===== src/rtl/core/srrw_pkg.sv =====
// ----------------------------------------------------------------------------
// srrw_pkg
// Types and constants shared by the selective-repeat receive window core.
// ----------------------------------------------------------------------------
package srrw_pkg;

    localparam int SEQ_W     = 32;  // sequence number / ack number width
    localparam int LEN_W     = 12;  // payload length width
    localparam int TAG_W     = 16;  // payload handle width
    localparam int TOT_W     = 32;  // byte total width
    localparam int WS_W      = 6;   // window size register width
    localparam int ALU_W     = 34;  // two's complement width of the shared unit
    localparam int BIT_CNT_W = 5;   // bit counter over SEQ_W bits of the base

    // input segment kinds
    localparam logic IN_KIND_DATA = 1'b0;
    localparam logic IN_KIND_END  = 1'b1;

    typedef enum logic [1:0] {
        KIND_ACK     = 2'd0,
        KIND_DELIVER = 2'd1,
        KIND_END_ACK = 2'd2
    } t_out_kind;

    typedef enum logic [3:0] {
        ST_IDLE,
        ST_CMP_BASE,
        ST_CMP_WIN,
        ST_ACK,
        ST_DLV,
        ST_RD,
        ST_REL,
        ST_END,
        ST_MOD
    } t_state;

    typedef enum logic {
        ALU_ADD,
        ALU_SUB
    } t_alu_op;

    typedef struct packed {
        t_alu_op          op;
        logic [ALU_W-1:0] a;
        logic [ALU_W-1:0] b;
    } t_alu_req;

    typedef struct packed {
        logic [ALU_W-1:0] sum;
        logic             neg;
    } t_alu_res;

    typedef struct packed {
        logic [TAG_W-1:0] tag;
        logic [LEN_W-1:0] len;
    } t_slot_data;

endpackage


===== src/rtl/core/srrw_alu.sv =====
// ----------------------------------------------------------------------------
// srrw_alu
// Shared add/subtract unit: window compares and the base remainder pass.
// ----------------------------------------------------------------------------
module srrw_alu (
    input  srrw_pkg::t_alu_req i_req,
    output srrw_pkg::t_alu_res o_res
);
    import srrw_pkg::*;

    logic [ALU_W-1:0] sum;

    always_comb begin
        unique case (i_req.op)
            ALU_ADD: sum = i_req.a + i_req.b;
            ALU_SUB: sum = i_req.a - i_req.b;
        endcase
        o_res.sum = sum;
        o_res.neg = sum[ALU_W-1];
    end

endmodule


===== src/rtl/core/srrw_slot_mem.sv =====
// ----------------------------------------------------------------------------
// srrw_slot_mem
// Slot store for buffered segments: tag and length, registered read.
// ----------------------------------------------------------------------------
module srrw_slot_mem #(
    parameter int DEPTH = 32,
    parameter int AW    = 5
) (
    input  logic                 i_clk,
    input  logic                 i_we,
    input  logic [AW-1:0]        i_waddr,
    input  srrw_pkg::t_slot_data i_wdata,
    input  logic                 i_re,
    input  logic [AW-1:0]        i_raddr,
    output srrw_pkg::t_slot_data o_rdata
);
    import srrw_pkg::*;

    t_slot_data mem [DEPTH];
    t_slot_data r_rdata;

    always_ff @(posedge i_clk) begin
        if (i_we) begin
            mem[i_waddr] <= i_wdata;
        end
        if (i_re) begin
            r_rdata <= mem[i_raddr];
        end
    end

    assign o_rdata = r_rdata;

endmodule


===== src/rtl/core/selective_repeat_receive_window.sv =====
// ----------------------------------------------------------------------------
// selective_repeat_receive_window
// Selective-repeat receiver window over segment descriptors: acks, in-order
// delivery, buffering of out-of-order segments and end-of-transfer acks.
// ----------------------------------------------------------------------------
//  channel | direction | handshake                   | payload
//  --------+-----------+-----------------------------+-------------------------
//  in      | input     | i_in_valid / o_in_ready     | kind, seq, cksum, len, tag
//  out     | output    | o_out_valid / i_out_ready   | kind, ack, tag, len, total
//  cfg     | input     | i_cfg_we                    | window size
//
//  Data segment: base and window compares on the shared unit, then a result
//  each (ack, deliver); each buffered segment released takes a slot read and
//  then an emit. End segment: one end ack. Dropped segments: both compares
//  (only the base compare when the seq is past the sequence limit), no result.
//  A window size write starts a remainder pass (base mod N, one bit per cycle on
//  the shared unit); no segment is accepted during it.
//  Reset: window size 1, base 1, no slot marked, byte total 0.
//  A stalled output holds the sequencer in its emit state.
// ----------------------------------------------------------------------------
module selective_repeat_receive_window #(
    parameter int WINDOW_MAX  = 32,
    parameter int SEQ_BITS    = 32,
    parameter int MAX_PAYLOAD = 2048
) (
    input  logic                        i_clk,
    input  logic                        i_rst_n,
    input  logic                        i_cfg_we,
    input  logic [srrw_pkg::WS_W-1:0]   i_cfg_data,
    input  logic                        i_in_valid,
    output logic                        o_in_ready,
    input  logic                        i_kind,
    input  logic [srrw_pkg::SEQ_W-1:0]  i_seq_num,
    input  logic                        i_checksum_ok,
    input  logic [srrw_pkg::LEN_W-1:0]  i_length,
    input  logic [srrw_pkg::TAG_W-1:0]  i_payload_tag,
    output logic                        o_out_valid,
    input  logic                        i_out_ready,
    output logic [1:0]                  o_out_kind,
    output logic [srrw_pkg::SEQ_W-1:0]  o_ack_num,
    output logic [srrw_pkg::TAG_W-1:0]  o_deliver_tag,
    output logic [srrw_pkg::LEN_W-1:0]  o_deliver_length,
    output logic [srrw_pkg::TOT_W-1:0]  o_total_bytes,
    output logic                        o_last
);
    import srrw_pkg::*;

    localparam int IDX_W = (WINDOW_MAX > 1) ? $clog2(WINDOW_MAX) : 1;
    localparam int N_W   = $clog2(WINDOW_MAX + 1);
    localparam logic [SEQ_W:0] SEQ_MAX = (SEQ_W + 1)'((64'd1 << SEQ_BITS) - 64'd1);
    localparam logic [LEN_W:0] MAX_LEN = (LEN_W + 1)'(MAX_PAYLOAD);

    // control state
    t_state               r_state, n_state;
    logic [WS_W-1:0]      r_win_size, n_win_size;
    logic [SEQ_W-1:0]     r_base, n_base;
    logic [IDX_W-1:0]     r_base_idx, n_base_idx;
    logic [WINDOW_MAX-1:0] r_filled, n_filled;
    logic [TOT_W-1:0]     r_total, n_total;
    logic                 r_inord, n_inord;
    logic [N_W-1:0]       r_rem, n_rem;
    logic [BIT_CNT_W-1:0] r_cnt, n_cnt;
    logic                 r_ovalid, n_ovalid;

    // item and result payload
    logic [SEQ_W-1:0]     r_seq, n_seq;
    logic                 r_good, n_good;
    logic [LEN_W-1:0]     r_len, n_len;
    logic [TAG_W-1:0]     r_tag, n_tag;
    logic [ALU_W-1:0]     r_d, n_d;
    t_out_kind            r_okind, n_okind;
    logic [SEQ_W-1:0]     r_oack, n_oack;
    logic [TAG_W-1:0]     r_otag, n_otag;
    logic [LEN_W-1:0]     r_olen, n_olen;
    logic [TOT_W-1:0]     r_ototal, n_ototal;
    logic                 r_olast, n_olast;

    t_alu_req             alu_req;
    t_alu_res             alu_res;
    logic                 mem_we, mem_re;
    logic [IDX_W-1:0]     mem_waddr;
    t_slot_data           mem_wdata, mem_rdata;

    logic [6:0]           ws_ext;
    logic [N_W-1:0]       n;
    logic [N_W-1:0]       idx_ext, idx_plus;
    logic                 base_at_max;
    logic [IDX_W-1:0]     next_idx;
    logic                 rel_last;
    logic [N_W:0]         st_sum, st_red;
    logic [IDX_W-1:0]     st_idx;
    logic [LEN_W-1:0]     dlv_len;
    logic [TOT_W:0]       tot_sum;
    logic [TOT_W-1:0]     tot_sat;
    logic                 out_free;
    logic [N_W:0]         rem_shift;
    logic [N_W-1:0]       rem_next;

    srrw_alu u_alu (
        .i_req (alu_req),
        .o_res (alu_res)
    );

    srrw_slot_mem #(
        .DEPTH (WINDOW_MAX),
        .AW    (IDX_W)
    ) u_slot_mem (
        .i_clk   (i_clk),
        .i_we    (mem_we),
        .i_waddr (mem_waddr),
        .i_wdata (mem_wdata),
        .i_re    (mem_re),
        .i_raddr (r_base_idx),
        .o_rdata (mem_rdata)
    );

    // effective window: 0 acts as 1, clamp at WINDOW_MAX
    always_comb begin
        ws_ext = {1'b0, r_win_size};
        if (r_win_size == '0) begin
            n = N_W'(1);
        end else if (int'(r_win_size) > WINDOW_MAX) begin
            n = N_W'(WINDOW_MAX);
        end else begin
            n = ws_ext[N_W-1:0];
        end
    end

    // base advance and slot index of the next base
    always_comb begin
        idx_ext     = N_W'(r_base_idx);
        idx_plus    = idx_ext + N_W'(1);
        base_at_max = ({1'b0, r_base} == SEQ_MAX);
        if (base_at_max) begin
            next_idx = r_base_idx;
        end else if (idx_plus == n) begin
            next_idx = '0;
        end else begin
            next_idx = idx_plus[IDX_W-1:0];
        end
        // current slot is cleared on release, so a stuck index ends the run
        rel_last = base_at_max || (next_idx == r_base_idx) || !r_filled[next_idx];
    end

    // slot of an in-window segment: (base mod N) + (seq - base), wrapped once
    always_comb begin
        st_sum = {1'b0, idx_ext} + {1'b0, r_d[N_W-1:0]};
        st_red = st_sum - {1'b0, n};
        st_idx = (st_sum >= {1'b0, n}) ? st_red[IDX_W-1:0] : st_sum[IDX_W-1:0];
    end

    always_comb begin
        dlv_len = (r_state == ST_REL) ? mem_rdata.len : r_len;
        tot_sum = {1'b0, r_total} + (TOT_W + 1)'(dlv_len);
        tot_sat = tot_sum[TOT_W] ? '1 : tot_sum[TOT_W-1:0];
    end

    assign out_free  = !r_ovalid || i_out_ready;
    assign rem_shift = {r_rem, r_base[r_cnt]};

    always_comb begin
        n_state    = r_state;
        n_win_size = r_win_size;
        n_base     = r_base;
        n_base_idx = r_base_idx;
        n_filled   = r_filled;
        n_total    = r_total;
        n_inord    = r_inord;
        n_rem      = r_rem;
        n_cnt      = r_cnt;
        n_ovalid   = r_ovalid && !i_out_ready;
        n_seq      = r_seq;
        n_good     = r_good;
        n_len      = r_len;
        n_tag      = r_tag;
        n_d        = r_d;
        n_okind    = r_okind;
        n_oack     = r_oack;
        n_otag     = r_otag;
        n_olen     = r_olen;
        n_ototal   = r_ototal;
        n_olast    = r_olast;
        alu_req    = '{op: ALU_SUB, a: ALU_W'(r_seq), b: ALU_W'(r_base)};
        mem_we     = 1'b0;
        mem_re     = 1'b0;
        mem_waddr  = st_idx;
        mem_wdata  = '{tag: r_tag, len: r_len};
        rem_next   = r_rem;
        // a window write takes the cycle; the waiting transaction stays put
        o_in_ready = (r_state == ST_IDLE) && !i_cfg_we;

        unique case (r_state)
            ST_IDLE: begin
                if (i_in_valid) begin
                    n_seq  = i_seq_num;
                    n_good = i_checksum_ok;
                    n_tag  = i_payload_tag;
                    n_len  = ({1'b0, i_length} > MAX_LEN) ? MAX_LEN[LEN_W-1:0] : i_length;
                    n_state = (i_kind == IN_KIND_END) ? ST_END : ST_CMP_BASE;
                end
            end
            ST_CMP_BASE: begin
                n_d = alu_res.sum;
                n_state = ({1'b0, r_seq} > SEQ_MAX) ? ST_IDLE : ST_CMP_WIN;
            end
            ST_CMP_WIN: begin
                n_state = ST_IDLE;
                if (r_d == '0) begin
                    if (r_good) begin
                        n_inord = 1'b1;
                        n_state = ST_ACK;
                    end
                end else if (!r_d[ALU_W-1]) begin
                    // later in window when seq - base < N
                    alu_req = '{op: ALU_SUB, a: r_d, b: ALU_W'(n)};
                    if (alu_res.neg && r_good) begin
                        mem_we           = 1'b1;
                        n_filled[st_idx] = 1'b1;
                        n_inord          = 1'b0;
                        n_state          = ST_ACK;
                    end
                end else begin
                    // previous window when N + (seq - base) >= 0
                    alu_req = '{op: ALU_ADD, a: ALU_W'(n), b: r_d};
                    if (!alu_res.neg) begin
                        n_inord = 1'b0;
                        n_state = ST_ACK;
                    end
                end
            end
            ST_ACK: begin
                if (out_free) begin
                    n_ovalid = 1'b1;
                    n_okind  = KIND_ACK;
                    n_oack   = r_seq;
                    n_otag   = '0;
                    n_olen   = '0;
                    n_ototal = r_total;
                    n_olast  = !r_inord;
                    n_state  = r_inord ? ST_DLV : ST_IDLE;
                end
            end
            ST_DLV, ST_REL: begin
                if (out_free) begin
                    n_ovalid = 1'b1;
                    n_okind  = KIND_DELIVER;
                    n_oack   = (r_state == ST_REL) ? r_base : r_seq;
                    n_otag   = (r_state == ST_REL) ? mem_rdata.tag : r_tag;
                    n_olen   = dlv_len;
                    n_ototal = tot_sat;
                    n_olast  = rel_last;
                    n_total  = tot_sat;
                    n_filled[r_base_idx] = 1'b0;
                    if (!base_at_max) begin
                        n_base = r_base + SEQ_W'(1);
                    end
                    n_base_idx = next_idx;
                    n_state    = rel_last ? ST_IDLE : ST_RD;
                end
            end
            ST_RD: begin
                mem_re  = 1'b1;
                n_state = ST_REL;
            end
            ST_END: begin
                if (out_free) begin
                    n_ovalid = 1'b1;
                    n_okind  = KIND_END_ACK;
                    n_oack   = '0;
                    n_otag   = '0;
                    n_olen   = '0;
                    n_ototal = r_total;
                    n_olast  = 1'b1;
                    n_total  = '0;
                    n_filled = '0;
                    n_state  = ST_IDLE;
                end
            end
            ST_MOD: begin
                // restoring remainder, MSB first
                alu_req = '{op: ALU_SUB, a: ALU_W'(rem_shift), b: ALU_W'(n)};
                rem_next = alu_res.neg ? rem_shift[N_W-1:0] : alu_res.sum[N_W-1:0];
                n_rem = rem_next;
                n_cnt = r_cnt - BIT_CNT_W'(1);
                if (r_cnt == '0) begin
                    n_base_idx = rem_next[IDX_W-1:0];
                    n_state    = ST_IDLE;
                end
            end
            default: begin
                n_state = ST_IDLE;
            end
        endcase

        if (i_cfg_we) begin
            n_win_size = i_cfg_data;
            n_filled   = '0;
            n_rem      = '0;
            n_cnt      = '1;
            n_state    = ST_MOD;
        end
    end

    always_ff @(posedge i_clk) begin
        if (!i_rst_n) begin
            r_state    <= ST_IDLE;
            r_win_size <= WS_W'(1);
            r_base     <= SEQ_W'(1);
            r_base_idx <= '0;
            r_filled   <= '0;
            r_total    <= '0;
            r_inord    <= 1'b0;
            r_rem      <= '0;
            r_cnt      <= '0;
            r_ovalid   <= 1'b0;
        end else begin
            r_state    <= n_state;
            r_win_size <= n_win_size;
            r_base     <= n_base;
            r_base_idx <= n_base_idx;
            r_filled   <= n_filled;
            r_total    <= n_total;
            r_inord    <= n_inord;
            r_rem      <= n_rem;
            r_cnt      <= n_cnt;
            r_ovalid   <= n_ovalid;
        end
    end

    always_ff @(posedge i_clk) begin
        r_seq    <= n_seq;
        r_good   <= n_good;
        r_len    <= n_len;
        r_tag    <= n_tag;
        r_d      <= n_d;
        r_okind  <= n_okind;
        r_oack   <= n_oack;
        r_otag   <= n_otag;
        r_olen   <= n_olen;
        r_ototal <= n_ototal;
        r_olast  <= n_olast;
    end

    assign o_out_valid      = r_ovalid;
    assign o_out_kind       = r_okind;
    assign o_ack_num        = r_oack;
    assign o_deliver_tag    = r_otag;
    assign o_deliver_length = r_olen;
    assign o_total_bytes    = r_ototal;
    assign o_last           = r_olast;

`ifndef SYNTH
    // the window base only moves forward
    a_base_monotonic: assert property (@(posedge i_clk) disable iff (!i_rst_n)
        $past(i_rst_n) |-> (r_base >= $past(r_base)))
        else $error("window base moved backward");

    // base slot index is a valid remainder whenever a segment can be taken
    a_idx_in_window: assert property (@(posedge i_clk) disable iff (!i_rst_n)
        (r_state == ST_IDLE) |-> (idx_ext < n))
        else $error("base slot index outside window");

    // a new transaction is only taken once the previous one has emitted its final result
    a_ready_after_last: assert property (@(posedge i_clk) disable iff (!i_rst_n)
        (o_in_ready && o_out_valid) |-> o_last)
        else $error("input ready while results of a segment are still pending");
`endif

endmodule

===== config.mk =====
export PLATFORM = sky130hd
export DESIGN_NAME = selective_repeat_receive_window
export DESIGN_NICKNAME = d
export VERILOG_FILES = /design/src/rtl/core/srrw_pkg.sv /design/src/rtl/core/srrw_alu.sv /design/src/rtl/core/srrw_slot_mem.sv /design/src/rtl/core/selective_repeat_receive_window.sv
export SDC_FILE = /design/constraint.sdc
export NUM_CORES = 2
export LEC_CHECK = 0
export ABC_CLOCK_PERIOD_IN_PS = 16200
export BUFFER_PORTS_ARGS = -buffer_cell sky130_fd_sc_hd__buf_2
export CELL_PAD_IN_SITES_DETAIL_PLACEMENT = 1
export CELL_PAD_IN_SITES_GLOBAL_PLACEMENT = 2
export CORE_MARGIN = 2
export CORE_UTILIZATION = 50
export CTS_CLUSTER_DIAMETER = 150
export DETAILED_ROUTE_END_ITERATION = 12
export PLACE_DENSITY = 0.88
export SLEW_MARGIN = 20
export SYNTH_ARGS = -nofsm -noshare
export SYNTH_HDL_FRONTEND = slang
export SYNTH_SLANG_ARGS = --single-unit

===== constraint.sdc =====
create_clock -name i_clk -period 16.2 [get_ports i_clk]
set_input_delay 2.43 -clock i_clk [delete_from_list [all_inputs] [get_ports i_clk]]
set_output_delay 2.43 -clock i_clk [all_outputs]
set_load 0.01 [all_outputs]

# Word-level counts from Yosys, hierarchy flattened
# Memory sizes are Yosys's and may differ from the RTL's. A register that Yosys moved wholly into a read port is not among the register bits.
# Index checks and enable logic that the tools add are counted.
totals:
  n_memories: 1
  word_cells: 194
  reg_bits: 314
  mem_bits_rw: 896
classes:
  eq_ne: 27
  reduce_logical: 38
  muxes: 83
  add_sub_neg: 8
  bitwise_logic: 6
  magnitude_cmp: 9
memory_table:
  columns: ["name", "depth", "word_bits", "rd", "rd_ports_with_merged_regs", "wr", "line", "rtl"]
  rows:
  - ["u_slot_mem.mem", 32, 28, 1, 1, 1, "srrw_slot_mem.sv:19", "t_slot_data mem [DEPTH];"]
ops:
  columns: ["cell", "count"]
  rows:
  - ["$mux W32", 11]
  - ["$pmux W32 S3", 2]
  - ["$mux W69", 2]
  - ["$pmux W69 S2", 1]
  - ["$pmux W32 S2", 2]
  - ["$pmux W34 S2", 1]
  - ["$mux W16", 3]
  - ["$mux W12", 3]
  - ["$mux W5", 7]
  - ["$add A34 B34 Y34", 1]
  - ["$logic_not A34 Y1", 1]
  - ["$sub A34 B34 Y34", 1]
  - ["$add A32 B12 Y33", 1]
  - ["$add A32 B1 Y32 const B", 1]
  - ["$and A32 B32 Y32", 1]
  - ["$eq A32 B32 Y1 const B", 1]
  - ["$mux W4", 8]
  - ["$not A32 Y32", 1]
  - ["$or A32 B32 Y32", 1]
  - ["$pmux W16 S2", 1]
  - ["$pmux W4 S8", 1]
  - ["$lt A5 B6 Y1 const B", 4]
  - ["$pmux W12 S2", 1]
  - ["$mux W1", 21]
  - ["other kinds (41)", 94]

# Logic depth before layout (Yosys ltp)
depth:
  depth_word: 15
  depth_mapped: 28
  ltp_nobuf: 25

# By module
# A second synthesis with hierarchy kept.
hier_totals:
  hier_cells: 3958
  area_unflattened_um2: 54270.8
modules_own_cells:
  columns: ["mod", "area_each_um2", "seq_area_each_um2", "cells_each", "n_inst"]
  rows:
  - ["srrw_slot_mem", 35728.0, 27746.6, 1984, 1]
  - ["selective_repeat_receive_window", 16097.9, 8187.9, 1610, 1]
  - ["srrw_alu", 2444.8, 0.0, 364, 1]

# Least setup slack after synthesis
# Ideal clock, no wire load.
synth_path:
  path_type: "input port to flip-flop"
  startpoint: "input port i_in_valid"
  endpoint: "register r_good (enable)"
  arrival_time_ns: 6.618
  setup_ns: 0.555
  stages: 2
  t_required_ns: 15.645
  slack_ns: 9.027
  cell_sequence: "nand2_1 nor3_1"
synth_via:
  elab_chain_cells: 1
synth_lines:
  columns: ["element", "line", "rtl"]
  rows:
  - ["from (decl)", "selective_repeat_receive_window.sv:30", "input logic i_in_valid,"]
  - ["$reduce_and A2 Y1 (no source line)", null, null]
  - ["to (signal assigned)", "selective_repeat_receive_window.sv:332", "r_good <= n_good;"]
  - ["to (decl)", "selective_repeat_receive_window.sv:67", "logic r_good, n_good;"]
# Every way passes these cells.
# A chain may end at the register's enable or synchronous reset.

# Worst setup path in the final report
layout_path:
  startpoint: "register r_d[21]"
  endpoint: "memory u_slot_mem.mem[26][25] in the netlist's numbering (enable)"
layout_via:
  elab_chain_cells: 12
  elab_cells_between_ends: 15
  cone_classes: "add/sub (2); mux (10); bitwise (1); reduce/logical (2)"
layout_lines:
  columns: ["element", "line", "rtl"]
  rows:
  - ["from (decl)", "selective_repeat_receive_window.sv:70", "logic [ALU_W-1:0] r_d, n_d;"]
  - ["from (signal assigned)", "selective_repeat_receive_window.sv:335", "r_d <= n_d;"]
  - ["$logic_not A34 Y1 / $mux W69 (equally long branches)", "selective_repeat_receive_window.sv:208, selective_repeat_receive_window.sv:213", null]
  - ["$mux W69", "selective_repeat_receive_window.sv:208", "if (r_d == '0) begin"]
  - ["$pmux W69 S2", "selective_repeat_receive_window.sv:192", "unique case (r_state)"]
  - ["$sub A34 B34 Y34 (tied with other cells)", "srrw_alu.sv:16", "ALU_SUB: sum = i_req.a - i_req.b;"]
  - ["$pmux W34 S2", "srrw_alu.sv:14", "unique case (i_req.op)"]
  - ["$logic_and A1 B1 Y1", "selective_repeat_receive_window.sv:216", "if (alu_res.neg && r_good) begin"]
  - ["$mux W1", "selective_repeat_receive_window.sv:216", null]
  - ["$mux W1", "selective_repeat_receive_window.sv:213", "end else if (!r_d[ALU_W-1]) begin"]
  - ["$mux W1 *", "selective_repeat_receive_window.sv:208", null]
  - ["$mux W1 *", "selective_repeat_receive_window.sv:192", null]
  - ["$mux W1 *", "srrw_slot_mem.sv:23", "if (i_we) begin"]
  - ["$mux W1 (implied by the code) *", "srrw_slot_mem.sv:24", "mem[i_waddr] <= i_wdata;"]
  - ["to (decl)", "srrw_slot_mem.sv:19", null]
# Every way passes the cells marked *; elsewhere a longest branch is shown, timed or not.

==> flow_metrics.env <==
export IMPL_status="finished, final reports clean"
export IMPL_io_pins=170
export IMPL_synth_area_top_cells="edfxtp_1, mux4_2, dfxtp_1"
export IMPL_worst_ep_required_time_ns=16.61
export IMPL_finalCriticalPeriod_ns=8.72
export IMPL_ant_nets=0
export IMPL_cts_tree="yes"
export IMPL_syn_area_per_cell_um2=15.7
export IMPL_grt_overflow=0
export IMPL_die_area_mm2=0.108
export IMPL_fin_crit_sh_pct=53.8
export IMPL_setup_viol=0
export IMPL_crit_family="simple AND/OR/NAND/NOR gates"
export IMPL_cts_made_buffers=130
export IMPL_die_x_um=329
export IMPL_start_util_pct=50.3
export IMPL_synth_top_area_share_pct=63.4
export IMPL_dp_hpwl_um=95500
export IMPL_cts_setup_buffers=0
export IMPL_skew_ns=0.0453
export IMPL_finalHoldViolCount=0
export IMPL_drive_gt1_share_pct=22.2
export IMPL_peakVddDrop_v=0.0000939
export IMPL_area_delta_synth_final_pct=14.4
export IMPL_ys_types=92
export IMPL_yosysMostFrequentCell="edfxtp_1"
export IMPL_p_leak_nw=19.7
export IMPL_yosys_warnings=0
export IMPL_min_path_type="reg -> reg"
export IMPL_powerDensity_mw_per_mm2=119
export IMPL_synthesis_nets=3506
export IMPL_fin_util_pct=57.5
export IMPL_port_buffer_count=169
export IMPL_max_cap_violations=0
export IMPL_worstPathArrival_ns=9.13
export IMPL_critPathBufInv=2
export IMPL_drt_iter0_markers=4350
export IMPL_fill_cells=9645
export IMPL_worst_path_max_delay_cell="nor4_1"
export IMPL_fin_tns_setup_ns=0
export IMPL_gp_congestion=0.876
export IMPL_synthTopCellsByCount="edfxtp_1, mux4_2, nor2_1"
export IMPL_seq_area_frac_synth_pct=68.1
export IMPL_internal_power_mw=5.50
export IMPL_fmax_ghz=0.115
export IMPL_switching_share_pct=23.6
export IMPL_grt_use_met1_pct=40.9
export IMPL_hold_slack_ns=0.487
export IMPL_power_switching_mw=1.70
export IMPL_cts_resized=0
export IMPL_cts_hold_buf=0
export IMPL_drv_slew=0
export IMPL_clock_power_share_pct=43.0
export IMPL_seqPwrFrac_pct=49.4
export IMPL_drc=0
export IMPL_cp_end_kind="flop"
export IMPL_clk_pin_slew_ns=0.06
export IMPL_clock_latency_ns=0.78
export IMPL_yosys_area_top_type="edfxtp_1"
export IMPL_slew_limit_headroom_pct=19.9
export IMPL_top_usage_layer="met2"
export IMPL_die_height_um=329
export IMPL_synth_area_mm2=0.0528
export IMPL_synthCells=3365
export IMPL_wl_um=162000
export IMPL_num_rows=119
export IMPL_cts_num_sinks=1238
export IMPL_met2_usage_pct=47.8
export IMPL_wl_per_cell_um=32.1
export IMPL_vias=33400
export IMPL_crit_type="reg -> reg"
export IMPL_h_tree_depth=4
export IMPL_grt_pass1_wl_um=235000
export IMPL_cts_root_buf="clkbuf_16"
export IMPL_grt_max_degree=69
export IMPL_final_nets=3697
export IMPL_rsz0062_at_grt="false"
export IMPL_met3_usage_pct=5.89
export IMPL_diodes=0
export IMPL_path_max_fanout=20
export IMPL_vias_per_cell=6.61
export IMPL_track_usage_pct=29.9
export IMPL_worst_path_largest_cell_delay_ns=0.88
export IMPL_ys_ff_latch=1238
export IMPL_async_reset_ff_share_pct=0
export IMPL_synth_edff_count=1114
export IMPL_core_area_mm2=0.105
export IMPL_reg2reg_slack_ns=7.48
export IMPL_first_global_vias=34000
export IMPL_antenna_found_initial=6
export IMPL_tightest_slew_ns=1.20
export IMPL_clockBufferDepth=3
export IMPL_drt_pre_antenna_iters=5
export IMPL_pwr_share_comb_pct=7.5
export IMPL_startpoint_type="flop"
export IMPL_ys_flop_type="edfxtp_1"
## cell type report
class                           count  area (µm²)  area share [%]
Sequential cell                  1238       35900            59.5
Timing Repair Buffer              267        1900            3.14
Clock buffer                      168        3510            5.81
Tap cell                         1391        1740            2.88
Clock inverter                     69         880            1.46
Multi-Input combinational cell   1870       16200            26.9
Inverter                           49         184           0.305
## registers in the layout, summed over array words and instances, names as in the netlist, 2 cells and up
| signal | flops |
|---|---|
| o_ack_num | 32 |
| o_deliver_length | 12 |
| o_deliver_tag | 16 |
| o_out_kind | 2 |
| o_total_bytes | 32 |
| r_base | 32 |
| r_base_idx | 5 |
| r_cnt | 5 |
| r_d | 34 |
| r_filled | 32 |
| r_len | 12 |
| r_rem | 6 |
| r_seq | 32 |
| r_state | 4 |
| r_tag | 16 |
| r_total | 32 |
| r_win_size | 6 |
| u_slot_mem.mem | 896 |
| u_slot_mem.o_rdata | 28 |
## logic make-up (layout without fill, tap and decap cells)
kind of cell,Yosys count,after routing,share of synthesized area (%)
AO/OA/AOI/OAI,697,697,9.26
XOR/XNOR,109,109,1.84
adder cells (fa/ha/maj),68,68,1.67
AND/OR/NAND/NOR,734,734,6.71
buffers and inverters,257,553,1.88
flip-flops,1238,1238,68.1
multiplexers,262,262,10.5
## metrics by stage
stage | instance area (µm²) | worst slack [ns] | total power [mW] | instances
3_3_place_gp | 55500 | 7.76 | 4.14 | 4792
4_1_cts | 59900 | 7.36 | 7.22 | 5031
6_report | 60400 | 7.48 | 7.20 | 5052
2_1_floorplan | 52800 | 9.03 | 3.96 | 3365
3_5_place_dp | 55500 | 7.48 | 4.15 | 4794
5_1_grt | 60400 | 6.97 | 7.37 | 5052
## worst min-delay path, delay by kind of cell, from the launching register on
kind            cells  cell delay [ns]
simple gates        1             0.06
compound gates      1             0.06
flops               1             0.32
## power by group through the flow
stage                     registers (mW)  logic [mW]  clock network (mW)
after detailed placement            3.64       0.514                   0
after floorplan                     3.62       0.340                   0
after global routing                3.56       0.584                3.23
after CTS                           3.57       0.522                3.12
after global placement              3.64       0.504                   0
final                               3.56       0.543                3.10
## final timing paths
path                    startpoint                               end  cells past startpoint
min reg2reg  r_rem[0]$_SDFFE_PP0P_             r_rem[0]$_SDFFE_PP0P_                      2
max              r_d[21]$_DFFE_PP_  u_slot_mem.mem[26][25]$_DFFE_PP_                     25
min          r_rem[0]$_SDFFE_PP0P_             r_rem[0]$_SDFFE_PP0P_                      2
max reg2reg      r_d[21]$_DFFE_PP_  u_slot_mem.mem[26][25]$_DFFE_PP_                     25
## routing by layer
metal | up-vias | routed length (µm)
li1 | 13800 | -
met1 | 17200 | 64200
met2 | 1976 | 77400
met3 | 373 | 14800
met4 | 10 | 5770
met5 | - | 50
## cell usage in the layout, fill, tap and decap left out, types with 13 or more instances in the layout
cell type	synthesis	routed
or3_1	19	19
o221a_1	15	15
nor2_4	0	38
mux2i_1	23	23
o21ai_0	75	75
nand2_1	181	179
a31oi_1	26	26
edfxtp_1	1114	1114
buf_2	5	169
a22oi_1	128	128
xnor2_1	61	60
a21oi_1	202	199
clkbuf_16	0	133
o221a_2	19	19
clkinv_2	0	18
and2_1	13	13
a21o_1	25	25
o211ai_1	14	14
nand3_1	45	43
buf_4	1	74
and3_1	26	23
nor2b_1	31	31
xor2_1	47	47
clkbuf_1	165	30
a211oi_1	16	16
a22o_1	71	71
ha_1	64	64
nand4_1	62	62
dfxtp_1	124	122
nor3_1	50	47
inv_1	47	46
mux4_2	234	234
bufinv_16	0	14
clkinv_1	2	17
nor2_1	230	190
(Power assumes the default switching activity.)
